==> src/hdl/mrtu_pkg.sv <==
`timescale 1ns / 1ps
`default_nettype none

package mrtu_pkg;

  localparam int FRAME_BYTES   = 32;
  localparam int FRAME_AW      = $clog2(FRAME_BYTES);
  localparam int CNT_W         = $clog2(FRAME_BYTES + 1);
  localparam int HOLDING_COUNT = 10;
  localparam int HOLD_AW       = $clog2(HOLDING_COUNT);
  localparam int MIN_FRAME     = 8;
  localparam int MAX_OUT       = 32;
  localparam int WR_LIMIT      = 4;
  localparam int COIL_COUNT    = 8;
  localparam int COIL_W        = $clog2(COIL_COUNT);

  // byte positions in a request
  localparam int IDX_STATION = 0;
  localparam int IDX_FUNC    = 1;
  localparam int IDX_ADDR_HI = 2;
  localparam int IDX_ADDR_LO = 3;
  localparam int IDX_COUNT   = 5;
  localparam int IDX_BCOUNT  = 6;
  localparam int IDX_WR_DATA = 7;

  // response layout
  localparam int RESP_CNT_POS = 2;
  localparam int RESP_HDR     = 3;
  localparam int RESP_OVH     = 5;
  localparam int RESP_WR_LEN  = 8;
  localparam int RD_MAX_COUNT = (MAX_OUT - RESP_OVH) / 2;

  localparam logic [7:0]  BROADCAST     = 8'hFA;
  localparam logic [7:0]  FN_READ_REGS  = 8'h03;
  localparam logic [7:0]  FN_WRITE_REGS = 8'h10;
  localparam logic [7:0]  FN_READ_COILS = 8'h01;
  localparam logic [7:0]  FN_WRITE_COIL = 8'h05;
  localparam logic [7:0]  COIL_ON       = 8'hAA;
  localparam logic [15:0] CRC_INIT      = 16'hFFFF;
  localparam logic [15:0] CRC_POLY      = 16'hA001;

  typedef struct packed {
    logic [7:0] rx_byte;
    logic       frame_end;
  } rx_beat_t;

  typedef struct packed {
    logic [7:0] tx_byte;
    logic       tx_last;
  } tx_beat_t;

  typedef enum logic [2:0] {
    ST_RECV,
    ST_CHECK,
    ST_COIL,
    ST_WR_HI,
    ST_WR_MID,
    ST_WR_LO,
    ST_PREP,
    ST_SEND
  } state_t;

  typedef enum logic [1:0] {
    RD_RESP,
    RD_WR_HI,
    RD_WR_LO
  } rd_sel_t;

  typedef struct packed {
    logic    rx_en;
    logic    resp_start;
    logic    coil_wr;
    rd_sel_t rd_sel;
    logic    hi_latch;
    logic    reg_wr;
    logic    k_clr;
    logic    tx_load;
  } ctl_cmd_t;

  typedef struct packed {
    logic frame_done;
    logic ok_rd_regs;
    logic ok_wr_regs;
    logic ok_rd_coils;
    logic ok_wr_coil;
    logic count_zero;
    logic wr_last;
    logic tx_free;
    logic resp_last;
  } dp_status_t;

  function automatic logic [15:0] crc_byte(logic [15:0] c, logic [7:0] b);
    logic [15:0] x;
    x = c ^ {8'h00, b};
    for (int i = 0; i < 8; i++) begin
      x = x[0] ? ((x >> 1) ^ CRC_POLY) : (x >> 1);
    end
    return x;
  endfunction

endpackage

`default_nettype wire

==> src/hdl/mrtu_ctrl.sv <==
`timescale 1ns / 1ps
`default_nettype none

module mrtu_ctrl (
  input  wire logic               clk,
  input  wire logic               rst,
  input  mrtu_pkg::dp_status_t    st,
  output mrtu_pkg::ctl_cmd_t      cmd
);

  mrtu_pkg::state_t state, state_next;

  always_ff @(posedge clk) begin
    if (rst) begin
      state <= mrtu_pkg::ST_RECV;
    end else begin
      state <= state_next;
    end
  end

  always_comb begin
    state_next = state;
    case (state)
      mrtu_pkg::ST_RECV: begin
        if (st.frame_done) state_next = mrtu_pkg::ST_CHECK;
      end
      mrtu_pkg::ST_CHECK: begin
        if (st.ok_rd_regs || st.ok_rd_coils) begin
          state_next = mrtu_pkg::ST_PREP;
        end else if (st.ok_wr_regs) begin
          state_next = st.count_zero ? mrtu_pkg::ST_PREP : mrtu_pkg::ST_WR_HI;
        end else if (st.ok_wr_coil) begin
          state_next = mrtu_pkg::ST_COIL;
        end else begin
          state_next = mrtu_pkg::ST_RECV;
        end
      end
      mrtu_pkg::ST_COIL:   state_next = mrtu_pkg::ST_PREP;
      mrtu_pkg::ST_WR_HI:  state_next = mrtu_pkg::ST_WR_MID;
      mrtu_pkg::ST_WR_MID: state_next = mrtu_pkg::ST_WR_LO;
      mrtu_pkg::ST_WR_LO: begin
        state_next = st.wr_last ? mrtu_pkg::ST_PREP : mrtu_pkg::ST_WR_HI;
      end
      mrtu_pkg::ST_PREP:   state_next = mrtu_pkg::ST_SEND;
      mrtu_pkg::ST_SEND: begin
        if (st.tx_free) state_next = st.resp_last ? mrtu_pkg::ST_RECV : mrtu_pkg::ST_PREP;
      end
      default: state_next = mrtu_pkg::ST_RECV;
    endcase
  end

  always_comb begin
    cmd = '0;
    cmd.rd_sel = mrtu_pkg::RD_RESP;
    case (state)
      mrtu_pkg::ST_RECV:  cmd.rx_en = 1'b1;
      mrtu_pkg::ST_CHECK: cmd.resp_start = 1'b1;
      mrtu_pkg::ST_COIL:  cmd.coil_wr = 1'b1;
      mrtu_pkg::ST_WR_HI: cmd.rd_sel = mrtu_pkg::RD_WR_HI;
      mrtu_pkg::ST_WR_MID: begin
        cmd.hi_latch = 1'b1;
        cmd.rd_sel   = mrtu_pkg::RD_WR_LO;
      end
      mrtu_pkg::ST_WR_LO: begin
        cmd.reg_wr = 1'b1;
        cmd.k_clr  = st.wr_last;
      end
      mrtu_pkg::ST_PREP:  cmd.rd_sel = mrtu_pkg::RD_RESP;
      mrtu_pkg::ST_SEND:  cmd.tx_load = st.tx_free;
      default: ;
    endcase
  end

endmodule

`default_nettype wire

==> src/hdl/mrtu_dp.sv <==
`timescale 1ns / 1ps
`default_nettype none

module mrtu_dp (
  input  wire logic                clk,
  input  wire logic                rst,
  input  mrtu_pkg::ctl_cmd_t       cmd,
  output mrtu_pkg::dp_status_t     st,
  input  wire logic                rx_valid,
  output logic                     rx_stall,
  input  mrtu_pkg::rx_beat_t       rx_data,
  output logic                     tx_valid,
  input  wire logic                tx_stall,
  output mrtu_pkg::tx_beat_t       tx_data
);

  localparam int CW = mrtu_pkg::CNT_W;
  localparam int AW = mrtu_pkg::FRAME_AW;
  localparam int HW = mrtu_pkg::HOLD_AW;
  localparam int PW = mrtu_pkg::COIL_W;

  logic [7:0]  frame_mem [mrtu_pkg::FRAME_BYTES];
  logic [15:0] holding_regs [mrtu_pkg::HOLDING_COUNT];

  logic [CW-1:0] byte_count;
  logic          overflow_seen;
  logic [CW-1:0] len;
  logic          len_ov;
  logic [15:0]   rx_crc;
  logic [7:0]    station, func, addr_hi, addr_lo, count, bcount;
  logic [7:0]    rd_data;
  logic [7:0]    hi_byte;
  logic [CW-1:0] k;
  logic [CW-1:0] resp_len;
  logic [15:0]   tx_crc;

  logic          accept, store;
  logic [15:0]   crc_base;
  logic [AW-1:0] rd_addr;
  logic [CW-1:0] wr_off;
  logic [15:0]   addr;
  logic [16:0]   addr_sum;
  logic          base_ok;
  logic [CW-1:0] resp_len_calc;
  logic [CW-1:0] j;
  logic [CW-1:0] rd_idx;
  logic [15:0]   rd_word;
  logic [HW-1:0] wr_idx;
  logic [7:0]    coils, coils_next;
  logic [PW-1:0] coil_rd_idx, coil_wr_idx;
  logic          crc_lo, crc_hi;
  logic [7:0]    resp_byte;

  assign accept   = cmd.rx_en && rx_valid;
  assign store    = accept && (byte_count < CW'(mrtu_pkg::FRAME_BYTES));
  assign rx_stall = !cmd.rx_en;
  assign crc_base = (byte_count == '0) ? mrtu_pkg::CRC_INIT : rx_crc;

  // receive side
  always_ff @(posedge clk) begin
    if (rst) begin
      byte_count    <= '0;
      overflow_seen <= 1'b0;
    end else if (accept) begin
      if (rx_data.frame_end) begin
        byte_count    <= '0;
        overflow_seen <= 1'b0;
      end else if (store) begin
        byte_count <= byte_count + CW'(1);
      end else begin
        overflow_seen <= 1'b1;
      end
    end
  end

  always_ff @(posedge clk) begin
    if (accept && rx_data.frame_end) begin
      len    <= byte_count + CW'(store);
      len_ov <= overflow_seen || !store;
    end
    if (store) begin
      frame_mem[byte_count[AW-1:0]] <= rx_data.rx_byte;
      rx_crc <= mrtu_pkg::crc_byte(crc_base, rx_data.rx_byte);
      if (byte_count == CW'(mrtu_pkg::IDX_STATION)) station <= rx_data.rx_byte;
      if (byte_count == CW'(mrtu_pkg::IDX_FUNC))    func    <= rx_data.rx_byte;
      if (byte_count == CW'(mrtu_pkg::IDX_ADDR_HI)) addr_hi <= rx_data.rx_byte;
      if (byte_count == CW'(mrtu_pkg::IDX_ADDR_LO)) addr_lo <= rx_data.rx_byte;
      if (byte_count == CW'(mrtu_pkg::IDX_COUNT))   count   <= rx_data.rx_byte;
      if (byte_count == CW'(mrtu_pkg::IDX_BCOUNT))  bcount  <= rx_data.rx_byte;
    end
  end

  // frame memory read port
  assign wr_off = CW'(mrtu_pkg::IDX_WR_DATA) + {k[CW-2:0], 1'b0};

  always_comb begin
    case (cmd.rd_sel)
      mrtu_pkg::RD_WR_HI: rd_addr = wr_off[AW-1:0];
      mrtu_pkg::RD_WR_LO: rd_addr = wr_off[AW-1:0] + AW'(1);
      default:            rd_addr = k[AW-1:0];
    endcase
  end

  always_ff @(posedge clk) begin
    rd_data <= frame_mem[rd_addr];
    if (cmd.hi_latch) hi_byte <= rd_data;
  end

  // request checks
  assign addr     = {addr_hi, addr_lo};
  assign addr_sum = {1'b0, addr} + 17'(count);
  assign base_ok  = !len_ov && (len >= CW'(mrtu_pkg::MIN_FRAME)) &&
                    (station == mrtu_pkg::BROADCAST || station == holding_regs[1][7:0]) &&
                    (rx_crc == 16'h0000);

  always_comb begin
    st.frame_done  = accept && rx_data.frame_end;
    st.ok_rd_regs  = base_ok && (func == mrtu_pkg::FN_READ_REGS) &&
                     (addr_sum <= 17'(mrtu_pkg::HOLDING_COUNT)) &&
                     (count <= 8'(mrtu_pkg::RD_MAX_COUNT));
    st.ok_wr_regs  = base_ok && (func == mrtu_pkg::FN_WRITE_REGS) &&
                     (addr_sum <= 17'(mrtu_pkg::WR_LIMIT)) &&
                     ({1'b0, bcount} == {count, 1'b0}) &&
                     (10'(len) >= 10'(mrtu_pkg::IDX_WR_DATA + 2) + {1'b0, count, 1'b0});
    st.ok_rd_coils = base_ok && (func == mrtu_pkg::FN_READ_COILS) &&
                     (addr >= 16'd1) && (addr <= 16'(mrtu_pkg::COIL_COUNT)) &&
                     (addr_sum <= 17'(mrtu_pkg::COIL_COUNT + 1));
    st.ok_wr_coil  = base_ok && (func == mrtu_pkg::FN_WRITE_COIL) &&
                     (addr >= 16'd1) && (addr <= 16'(mrtu_pkg::COIL_COUNT)) &&
                     (len <= CW'(mrtu_pkg::MAX_OUT));
    st.count_zero  = (count == 8'd0);
    st.wr_last     = (k + CW'(1) == CW'(count));
    st.tx_free     = !tx_valid || !tx_stall;
    st.resp_last   = (k + CW'(1) == resp_len);
  end

  always_comb begin
    case (func)
      mrtu_pkg::FN_READ_REGS:  resp_len_calc = CW'({count, 1'b0}) + CW'(mrtu_pkg::RESP_OVH);
      mrtu_pkg::FN_WRITE_REGS: resp_len_calc = CW'(mrtu_pkg::RESP_WR_LEN);
      mrtu_pkg::FN_READ_COILS: resp_len_calc = CW'(count) + CW'(mrtu_pkg::RESP_OVH);
      default:                 resp_len_calc = len;
    endcase
  end

  // register file
  assign coils       = holding_regs[0][mrtu_pkg::COIL_COUNT-1:0];
  assign coil_wr_idx = addr_lo[PW-1:0] - PW'(1);
  assign wr_idx      = addr_lo[HW-1:0] + k[HW-1:0];

  always_comb begin
    coils_next = coils;
    coils_next[coil_wr_idx] = (count == mrtu_pkg::COIL_ON);
  end

  always_ff @(posedge clk) begin
    if (rst) begin
      for (int r = 0; r < mrtu_pkg::HOLDING_COUNT; r++) begin
        holding_regs[r] <= '0;
      end
      holding_regs[1] <= 16'd1;
    end else begin
      if (cmd.coil_wr) begin
        holding_regs[0] <= {holding_regs[0][15:mrtu_pkg::COIL_COUNT], coils_next};
      end
      if (cmd.reg_wr) begin
        for (int r = 0; r < mrtu_pkg::HOLDING_COUNT; r++) begin
          if (wr_idx == HW'(r)) holding_regs[r] <= {hi_byte, rd_data};
        end
      end
    end
  end

  // response bytes
  assign j           = k - CW'(mrtu_pkg::RESP_HDR);
  assign rd_idx      = CW'(addr_lo) + (j >> 1);
  assign coil_rd_idx = addr_lo[PW-1:0] - PW'(1) + j[PW-1:0];
  assign crc_lo      = (k + CW'(2) == resp_len);
  assign crc_hi      = (k + CW'(1) == resp_len);

  always_comb begin
    rd_word = '0;
    for (int r = 0; r < mrtu_pkg::HOLDING_COUNT; r++) begin
      if (rd_idx == CW'(r)) rd_word = holding_regs[r];
    end
  end

  always_comb begin
    resp_byte = rd_data;
    if (func != mrtu_pkg::FN_WRITE_COIL && crc_lo) begin
      resp_byte = tx_crc[7:0];
    end else if (func != mrtu_pkg::FN_WRITE_COIL && crc_hi) begin
      resp_byte = tx_crc[15:8];
    end else begin
      case (func)
        mrtu_pkg::FN_READ_REGS: begin
          if (k == CW'(mrtu_pkg::RESP_CNT_POS)) resp_byte = {count[6:0], 1'b0};
          else if (k > CW'(mrtu_pkg::RESP_CNT_POS)) resp_byte = j[0] ? rd_word[7:0] : rd_word[15:8];
        end
        mrtu_pkg::FN_READ_COILS: begin
          if (k == CW'(mrtu_pkg::RESP_CNT_POS)) resp_byte = count;
          else if (k > CW'(mrtu_pkg::RESP_CNT_POS)) resp_byte = {7'd0, coils[coil_rd_idx]};
        end
        default: ;
      endcase
    end
  end

  always_ff @(posedge clk) begin
    if (cmd.resp_start) begin
      k        <= '0;
      resp_len <= resp_len_calc;
      tx_crc   <= mrtu_pkg::CRC_INIT;
    end else if (cmd.k_clr) begin
      k <= '0;
    end else if (cmd.reg_wr || cmd.tx_load) begin
      k <= k + CW'(1);
    end
    if (cmd.tx_load) begin
      tx_data <= '{tx_byte: resp_byte, tx_last: st.resp_last};
      if (k + CW'(2) < resp_len) tx_crc <= mrtu_pkg::crc_byte(tx_crc, resp_byte);
    end
  end

  always_ff @(posedge clk) begin
    if (rst) begin
      tx_valid <= 1'b0;
    end else if (cmd.tx_load) begin
      tx_valid <= 1'b1;
    end else if (!tx_stall) begin
      tx_valid <= 1'b0;
    end
  end

endmodule

`default_nettype wire

==> src/hdl/modbus_rtu_slave_frame_handler.sv <==
// Modbus RTU slave frame handler.
// rx channel: one frame byte per beat, frame_end set on the last byte. Bytes are
// taken one per cycle while a frame is being collected; rx_stall rises after
// the frame_end beat and stays high until the response has been handed off.
// tx channel: one response byte per beat, CRC low byte before high byte,
// tx_last on the final byte. Dropped frames give no tx beats.
// After the frame_end beat come a check state, then for a register write the
// states WR_HI, WR_MID and WR_LO per register (frame memory read twice per
// register) or a COIL state for a coil write, then for each response byte a
// frame memory read followed by a load of the output register. While tx_stall
// holds a beat in the output register, the load of the next byte waits.
// The output register holds one beat: a stalled beat stays put, the next byte
// waits, and the next frame can begin while the last beat still waits.
// Reset (rst, synchronous): holding register 1 becomes 1, all others 0, byte
// count and overflow flag clear, tx_valid drops. Frame memory is not cleared.
`timescale 1ns / 1ps
`default_nettype none

module modbus_rtu_slave_frame_handler (
  input  wire logic          clk,
  input  wire logic          rst,
  input  wire logic          rx_valid,
  output logic               rx_stall,
  input  mrtu_pkg::rx_beat_t rx_data,
  output logic               tx_valid,
  input  wire logic          tx_stall,
  output mrtu_pkg::tx_beat_t tx_data
);

  mrtu_pkg::ctl_cmd_t   cmd;
  mrtu_pkg::dp_status_t st;

  mrtu_ctrl u_ctrl (
    .clk (clk),
    .rst (rst),
    .st  (st),
    .cmd (cmd)
  );

  mrtu_dp u_dp (
    .clk      (clk),
    .rst      (rst),
    .cmd      (cmd),
    .st       (st),
    .rx_valid (rx_valid),
    .rx_stall (rx_stall),
    .rx_data  (rx_data),
    .tx_valid (tx_valid),
    .tx_stall (tx_stall),
    .tx_data  (tx_data)
  );

endmodule

`default_nettype wire

==> config.mk <==
export PLATFORM = sky130hd
export DESIGN_NAME = modbus_rtu_slave_frame_handler
export DESIGN_NICKNAME = d
export VERILOG_FILES = /design/src/hdl/mrtu_pkg.sv /design/src/hdl/mrtu_ctrl.sv /design/src/hdl/mrtu_dp.sv /design/src/hdl/modbus_rtu_slave_frame_handler.sv
export SDC_FILE = /design/constraint.sdc
export NUM_CORES = 1
export LEC_CHECK = 0
export BUFFER_PORTS_ARGS = -buffer_cell sky130_fd_sc_hd__buf_2
export CORE_MARGIN = 3
export CORE_UTILIZATION = 28
export DETAILED_ROUTE_END_ITERATION = 7
export GPL_TIMING_DRIVEN = 0
export SLEW_MARGIN = 25
export SYNTH_ARGS = -nofsm -noshare
export SYNTH_HDL_FRONTEND = slang
export SYNTH_SLANG_ARGS = --single-unit
==> constraint.sdc <==
create_clock -name clk -period 6 [get_ports clk]
set_input_delay 0.3 -clock clk [delete_from_list [all_inputs] [get_ports clk]]
set_output_delay 0.3 -clock clk [all_outputs]
set_load 0.03 [all_outputs]
==> flow_summary.toml, run 1 <==
[status]
status = "completed"

[critical_path]
ff2ff_path_depth = 21
end_kind = "flip-flop"
crit-reg2reg-launch = "u_dp.k[0]"
worstPathArrival_ns = 6.25
cp.buffers_inverters = 5
path_cells = "clkbuf_4 -> buf_2 -> buf_2 -> a21oi_1 -> xor2_1 -> ha_1 -> clkbuf_2 -> and2_1 -> mux2_2 -> mux2_2 -> buf_2 -> a22oi_1 -> a211o_1 -> nand3_1 -> a41oi_4 -> xor3_1 -> a32oi_1 -> o22a_1 -> xnor2_2 -> xor2_1 -> a21oi_1"
crit_required_ns = 6.48
crit_top_cell = "buf_2"
path_class = "flip-flop to flip-flop"
cp_slowest_stage_delay_ns = 0.44
cp_max_fo = 10
reg2reg_slack_ns = 0.23
crit_path_top_delay_cell = "dfxtp_1"
worst_path_dominant_cell_family = "compound AO/OA/AOI/OAI gates"
critPathLaunchType = "flip-flop"
timing.rr.end = "u_dp.tx_crc[15]"

[floorplan]
io_pins = 24
rows = 112
die_w_um = 314
dieArea_mm2 = 0.0985
die_y_um = 314
core-area_mm2 = 0.0936
initial_core_util = 0.283

[power]
p_leak_nw = 10.3
powerDensity_mw_per_mm2 = 392
total_power_w = 0.0119
peakVddDrop_v = 0.000251

[detailed_routing]
drt_iter0_drc = 1280
ant_nets = 0
drcViolationCount = 0
routed_via_density = 5.01
wl_per_cell_um = 21.2
vias = 16617
drt_wl_total_mm = 70.5
dr.pass1.iters = 6

[synthesis]
yosys.cell_types.count = 94
synth.avg_cell_area_um2 = 13.8
synth_top_cell_by_area = "edfxtp_1"
yosys_most_used_dff = "edfxtp_1"
syn_nets = 1997
synth_edf_count = 510
seq_area_frac_synth = 0.608
yosys_warnings = 0
synth_top_area_frac = 0.577
ys_ff_latch = 551
netlist_instances = 1928
netlist_top_cells_area = "edfxtp_1 58%, mux4_2 7.5%, and2_1 3.8%"
synthArstFlopShare = 0
syn-cell-area_mm2 = 0.0265

[min_path]
hold_class = "input port to flip-flop"
min_from = "tx_stall"
whs_path_depth = 3
whs_endpoint = "u_dp.tx_valid"

[clocking]
clock_path_buffers = 3
cts_tree = "built"
htreeDepth = 2
cts_buffers = 54
clk_pin_slew_worst_paths_ns = 0.06
clock_sinks = 551
ctsHoldBuffers = 0
cts-root-buf = "clkbuf_16"
clkLatencyLatePin_ns = 0.62

[timing]
period_needed_ns = 5.77
hold_viol = 0
setup_slack_ns = 0.228
worst_slew_pin_slew_ns = 1.16
max_freq_ghz = 0.173
slew_headroom = 0.221
skew_ns = 0.0264
finalMaxSlewViolations = 0
setup_viol = 0
hold_ws_ns = 0.0548
fin_setup_tns_ns = 0
period_share = 0.962

[placed_design]
portBuffers = 23
place_inst = 3213
dpl_worst_slack_ns = -0.724
dp_hpwl_mm = 48.5
routabilityCongestion = 0.889

[final_layout]
drive_gt1_frac = 0.156
fin_cells = 3320
syn_to_final_growth_pct = 14.6
fin_nets = 2088

[run]
drv_cap = 0

[global_route]
grt_pass1_vias = 16860
grt_pass1_wl_mm = 107
grt_use_total = 0.141
grt_max_degree = 42
antenna_found_initial = 3
grt_overflow = 0
## worst max path at each step
stage                     cells past startpoint              end      start  slack, ns
after floorplan                              20  u_dp.tx_crc[15]  u_dp.k[1]       0.79
after global placement                       19  u_dp.tx_crc[15]  u_dp.k[1]      -0.66
after detailed placement                     19  u_dp.tx_crc[15]  u_dp.k[1]      -0.72
after CTS                                    20  u_dp.tx_crc[15]  u_dp.k[0]       0.02
after global routing                         22   u_dp.tx_crc[0]  u_dp.k[1]     -0.009
final                                        21  u_dp.tx_crc[15]  u_dp.k[0]       0.23
## state kept, by name (all words and copies together) (netlist names), 9 cells and up
name and count:
u_dp.frame_mem 256, u_dp.holding_regs 160, u_dp.tx_crc 16, u_dp.tx_data 9, u_dp.rx_crc 16
## cells in the final DEF, fill, tap and decap left out, drive strengths merged, types with 10 or more instances in the layout
master,netlist,final
buf,36,67
xnor2,72,72
mux4,88,88
o21bai,15,15
o22ai,13,13
nand3,37,37
a21oi,60,60
nand2,101,101
a221oi,11,11
mux2i,52,52
clkbuf,72,146
edfxtp,510,510
nor3,51,51
and2,160,160
xor2,44,44
ha,52,52
nor2b,10,10
mux2,29,29
a211oi,12,12
nand2b,15,15
clkinv,1,22
o211ai,13,13
nor2,131,131
nor4,16,16
dfxtp,41,41
inv,46,46
o21ai,84,84
or2,10,10
## routing by layer
layer / vias up / share of wire / global-route usage
li1: 7488 / - / -
met2: 565 / 0.46 / 0.224
met3: 122 / 0.066 / 0.0268
met1: 8440 / 0.45 / 0.198
met5: - / 0.00018 / 0
met4: 2 / 0.028 / 0.0399
## worst reg2reg max path, delay by kind of cell (launching register included)
kind,cells,cell delay (ns)
simple gates,2,0.33
mux,2,0.67
flops,1,0.44
xor+xnor,4,1.03
compound gates,7,1.59
buf+inv,5,1.28
fa+ha+maj,1,0.31
## cells by family (layout without fill, tap and decap cells)
| family | count (synthesis) | count (layout) | share of synthesized area |
|---|---|---|---|
| simple gates | 584 | 584 | 0.116 |
| flops | 551 | 551 | 0.608 |
| compound gates | 293 | 293 | 0.0750 |
| mux | 169 | 169 | 0.107 |
| buf+inv | 155 | 292 | 0.0232 |
| xor+xnor | 120 | 120 | 0.0430 |
| fa+ha+maj | 56 | 56 | 0.0275 |
| other cells | 0 | 1 | 0 |
## power breakdown
group | internal (W) | total (W) | switching, W
Clock | 0.00210 | 0.00359 | 0.00149
Sequential | 0.00449 | 0.00474 | 0.000256
Combinational | 0.00148 | 0.00359 | 0.00211
Total | 0.00807 | 0.0119 | 0.00385
## what timing repair did
| item | 4_1_cts | 5_1_grt |
|---|---|---|
| resized for setup | 16 | 22 |
| endpoints found under the setup margin | 11 | 4 |
| pin swaps | 0 | 3 |
| buffers inserted | 0 | 4 |
## synth_stat cells (all sizes together) (37+ instances only)
| cell type | n |
|---|---|
| edfxtp | 510 |
| and2 | 160 |
| nor2 | 131 |
| nand2 | 101 |
| mux4 | 88 |
| o21ai | 84 |
| clkbuf | 72 |
| xnor2 | 72 |
| a21oi | 60 |
| ha | 52 |
| mux2i | 52 |
| nor3 | 51 |
| inv | 46 |
| xor2 | 44 |
| dfxtp | 41 |
| nand3 | 37 |
## area by class of cell
class                           instances  area [um2]
Buffer                                108         475
Fill cell                            9280       63200
Sequential cell                       551       16100
Tap cell                             1254        1570
Antenna cell                            1        2.50
Timing Repair Buffer                   35         254
Multi-Input combinational cell       1222        9910
Inverter                               47         179
Clock buffer                           70        1450
Clock inverter                         32         412
## per-stage QoR
step / utilization / instance area, um2
finish: 0.325 / 30400
global route: 0.325 / 30400
CTS: 0.323 / 30300
detailed placement: 0.303 / 28400
global placement: 0.301 / 28200
floorplan: - / 26500
Note: power is estimated with default switching activity, not from simulation.
==> run 2: changes to the inputs <==
ABC_AREA = 1   (was not set)
SLEW_MARGIN = 30   (was 25)
==> run 2 against run 1 <==
Compared with the run above:
- global-route usage increased by 0.59 points
- synthesized area down 0.99%
- final cell count increased by 18%
- critical endpoint is now u_dp.tx_crc[0]
- core utilization fell by 0.23 points
- register-to-register slack improved by 0.26 ns
- critical path depth is 17 higher
- sequential power decreased by 8.0%
- sequential share of layout area is 1.1 points higher
- largest power group unchanged
==> flow_summary.toml, run 2 <==
[status]
status = "completed"

[detailed_routing]
wl_per_cell_um = 18.8
drcViolationCount = 0
dr.pass1.iters = 6
drt_wl_total_mm = 73.5
vias = 19178
drt_iter0_drc = 1949
routed_via_density = 4.91
ant_nets = 0

[final_layout]
fin_nets = 2691
syn_to_final_growth_pct = 13.4
final_common_cell = "edfxtp_1"
design_area_mm2 = 0.0298
largest_reg_flops = 256
antennaDiodeCount = 0
drive_gt1_frac = 0.0732
final_cell_mix = "510 x edfxtp_1, 476 x nand2_1, 297 x nand3_1"

[clocking]
cts_buffers = 55
clk_pin_slew_worst_paths_ns = 0.06
cts_tree = "built"
htreeDepth = 2
clkLatencyLatePin_ns = 0.63
postCtsSetupBuffers = 0
cts_resized = 1
clock_sinks = 551
ctsHoldBuffers = 0
cts-root-buf = "clkbuf_16"
clock_path_buffers = 3

[power]
p_leak_nw = 10.7
p_switching_w = 0.00182
peakVddDrop_v = 0.000220
powerDensity_mw_per_mm2 = 272
total_power_w = 0.00811
p_sw_frac = 0.224
combPwrFrac = 0.046
seq_power_share = 0.537
clkPwrFrac = 0.417
internal_power_w = 0.00630

[min_path]
hold_class = "input port to flip-flop"
whs_path_depth = 3

[floorplan]
io_pins = 24
dieArea_mm2 = 0.0975
rows = 111
die_y_um = 312
initial_core_util = 0.284
die_w_um = 312
core-area_mm2 = 0.0924

[synthesis]
ys_ff_latch = 551
syn-cell-area_mm2 = 0.0263
yosys_most_used_dff = "edfxtp_1"
netlist_instances = 2541
synthArstFlopShare = 0
yosys.cell_types.count = 60
netlist_top_cells_area = "edfxtp_1 58%, nand2_1 6.8%, nand3_1 5.7%"
seq_area_frac_synth = 0.614
syn_nets = 2610
synth.avg_cell_area_um2 = 10.3
yosys_warnings = 0
synth.most_common_cell = "edfxtp_1"
synth_top_area_frac = 0.583
synth_common_cells = "510 x edfxtp_1, 476 x nand2_1, 297 x nand3_1"
synth_top_cell_by_area = "edfxtp_1"
synth_edf_count = 510

[critical_path]
cp_max_fo = 13
end_kind = "flip-flop"
critPathLaunchType = "flip-flop"
ff2ff_path_depth = 38
crit_path_top_delay_cell = "dfxtp_2"
cp_slowest_stage_delay_ns = 0.43
crit_required_ns = 6.50
path_class = "flip-flop to flip-flop"
worstPathArrival_ns = 6.02
crit_top_cell = "nand2_1"

[timing]
skew_ns = 0.0350
worst_slew_pin_slew_ns = 1.07
slew_headroom = 0.277
setup_viol = 0
hold_viol = 0
period_share = 0.919
max_freq_ghz = 0.181
finalMaxSlewViolations = 0
period_needed_ns = 5.51
rsz0062_at_grt = "false"

[placed_design]
routabilityCongestion = 0.877
dp_hpwl_mm = 50.5
place_area_mm2 = 0.0280
portBuffers = 22

[global_route]
antenna_found_initial = 2
grt_use_total = 0.147
grt_max_degree = 40
grt_pass1_vias = 18417
grt_overflow = 0
grt_pass1_wl_mm = 112

[run]
drv_cap = 0
==> run 2: logic make-up after synthesis <==
group | after synthesis | share of synthesized area
and+or+nand+nor | 1180 | 0.197
AOI/OAI and AO/OA | 340 | 0.0792
DFF | 551 | 0.614
muxes | 12 | 0.00514
buffers and inverters | 328 | 0.0488
xor gates and xnor gates | 74 | 0.0282
adders and majority gates | 56 | 0.0278
==> run 2: through the flow <==
step                cells  hold slack [ns]  TNS (ns)  setup slack, ns   util
floorplan            2541            0.399         0             1.55      -
global placement     3806            0.443    -0.269           -0.142  0.302
detailed placement   3807            0.447    -0.241           -0.135  0.303
CTS                  3906          0.00695         0           0.0290  0.322
global route         3907           0.0340         0           0.0554  0.322
finish               3907           0.0382         0            0.486  0.322
==> run 2: worst paths after layout <==
path / slack (ns) / to / start
max: 0.49 / u_dp.tx_crc[0] / u_dp.k[0]
min: 0.04 / u_dp.tx_valid / tx_stall
max reg2reg: 0.49 / u_dp.tx_crc[0] / u_dp.k[0]
min reg2reg: 0.45 / u_dp.overflow_seen / u_dp.overflow_seen
==> run 2: layout make-up <==
type | instances | area (um2)
Tap cell | 1243 | 1560
Timing Repair Buffer | 24 | 155
Inverter | 212 | 796
Clock buffer | 65 | 1440
Multi-Input combinational cell | 1662 | 8900
Buffer | 116 | 494
Clock inverter | 34 | 299
Fill cell | 9416 | 62600
Sequential cell | 551 | 16100
==> run 2: worst max-delay path: cells and delay by family, from the launching register on <==
kind            cells  cell delay (ns)
buf+inv             6             0.93
flops               1             0.43
compound gates      1             0.05
simple gates       28             2.96
fa+ha+maj           3             1.04
==> run 2: power by group through the flow <==
stage               registers (W)  logic [W]  clock network, W
floorplan                 0.00442   0.000239                 0
global placement          0.00444   0.000364                 0
detailed placement        0.00444   0.000374                 0
CTS                       0.00436   0.000374           0.00343
global route              0.00436   0.000414           0.00360
finish                    0.00436   0.000376           0.00338
==> run 2: per-layer routing <==
layer | wire, um | up-vias | share of wire | GRT usage
li1 | - | 9086 | - | -
met1 | 32600 | 9240 | 0.44 | 0.208
met2 | 34000 | 719 | 0.46 | 0.239
met3 | 5030 | 133 | 0.068 | 0.0190
met4 | 1860 | 0 | 0.025 | 0.0397
met5 | 0 | - | 0 | 0
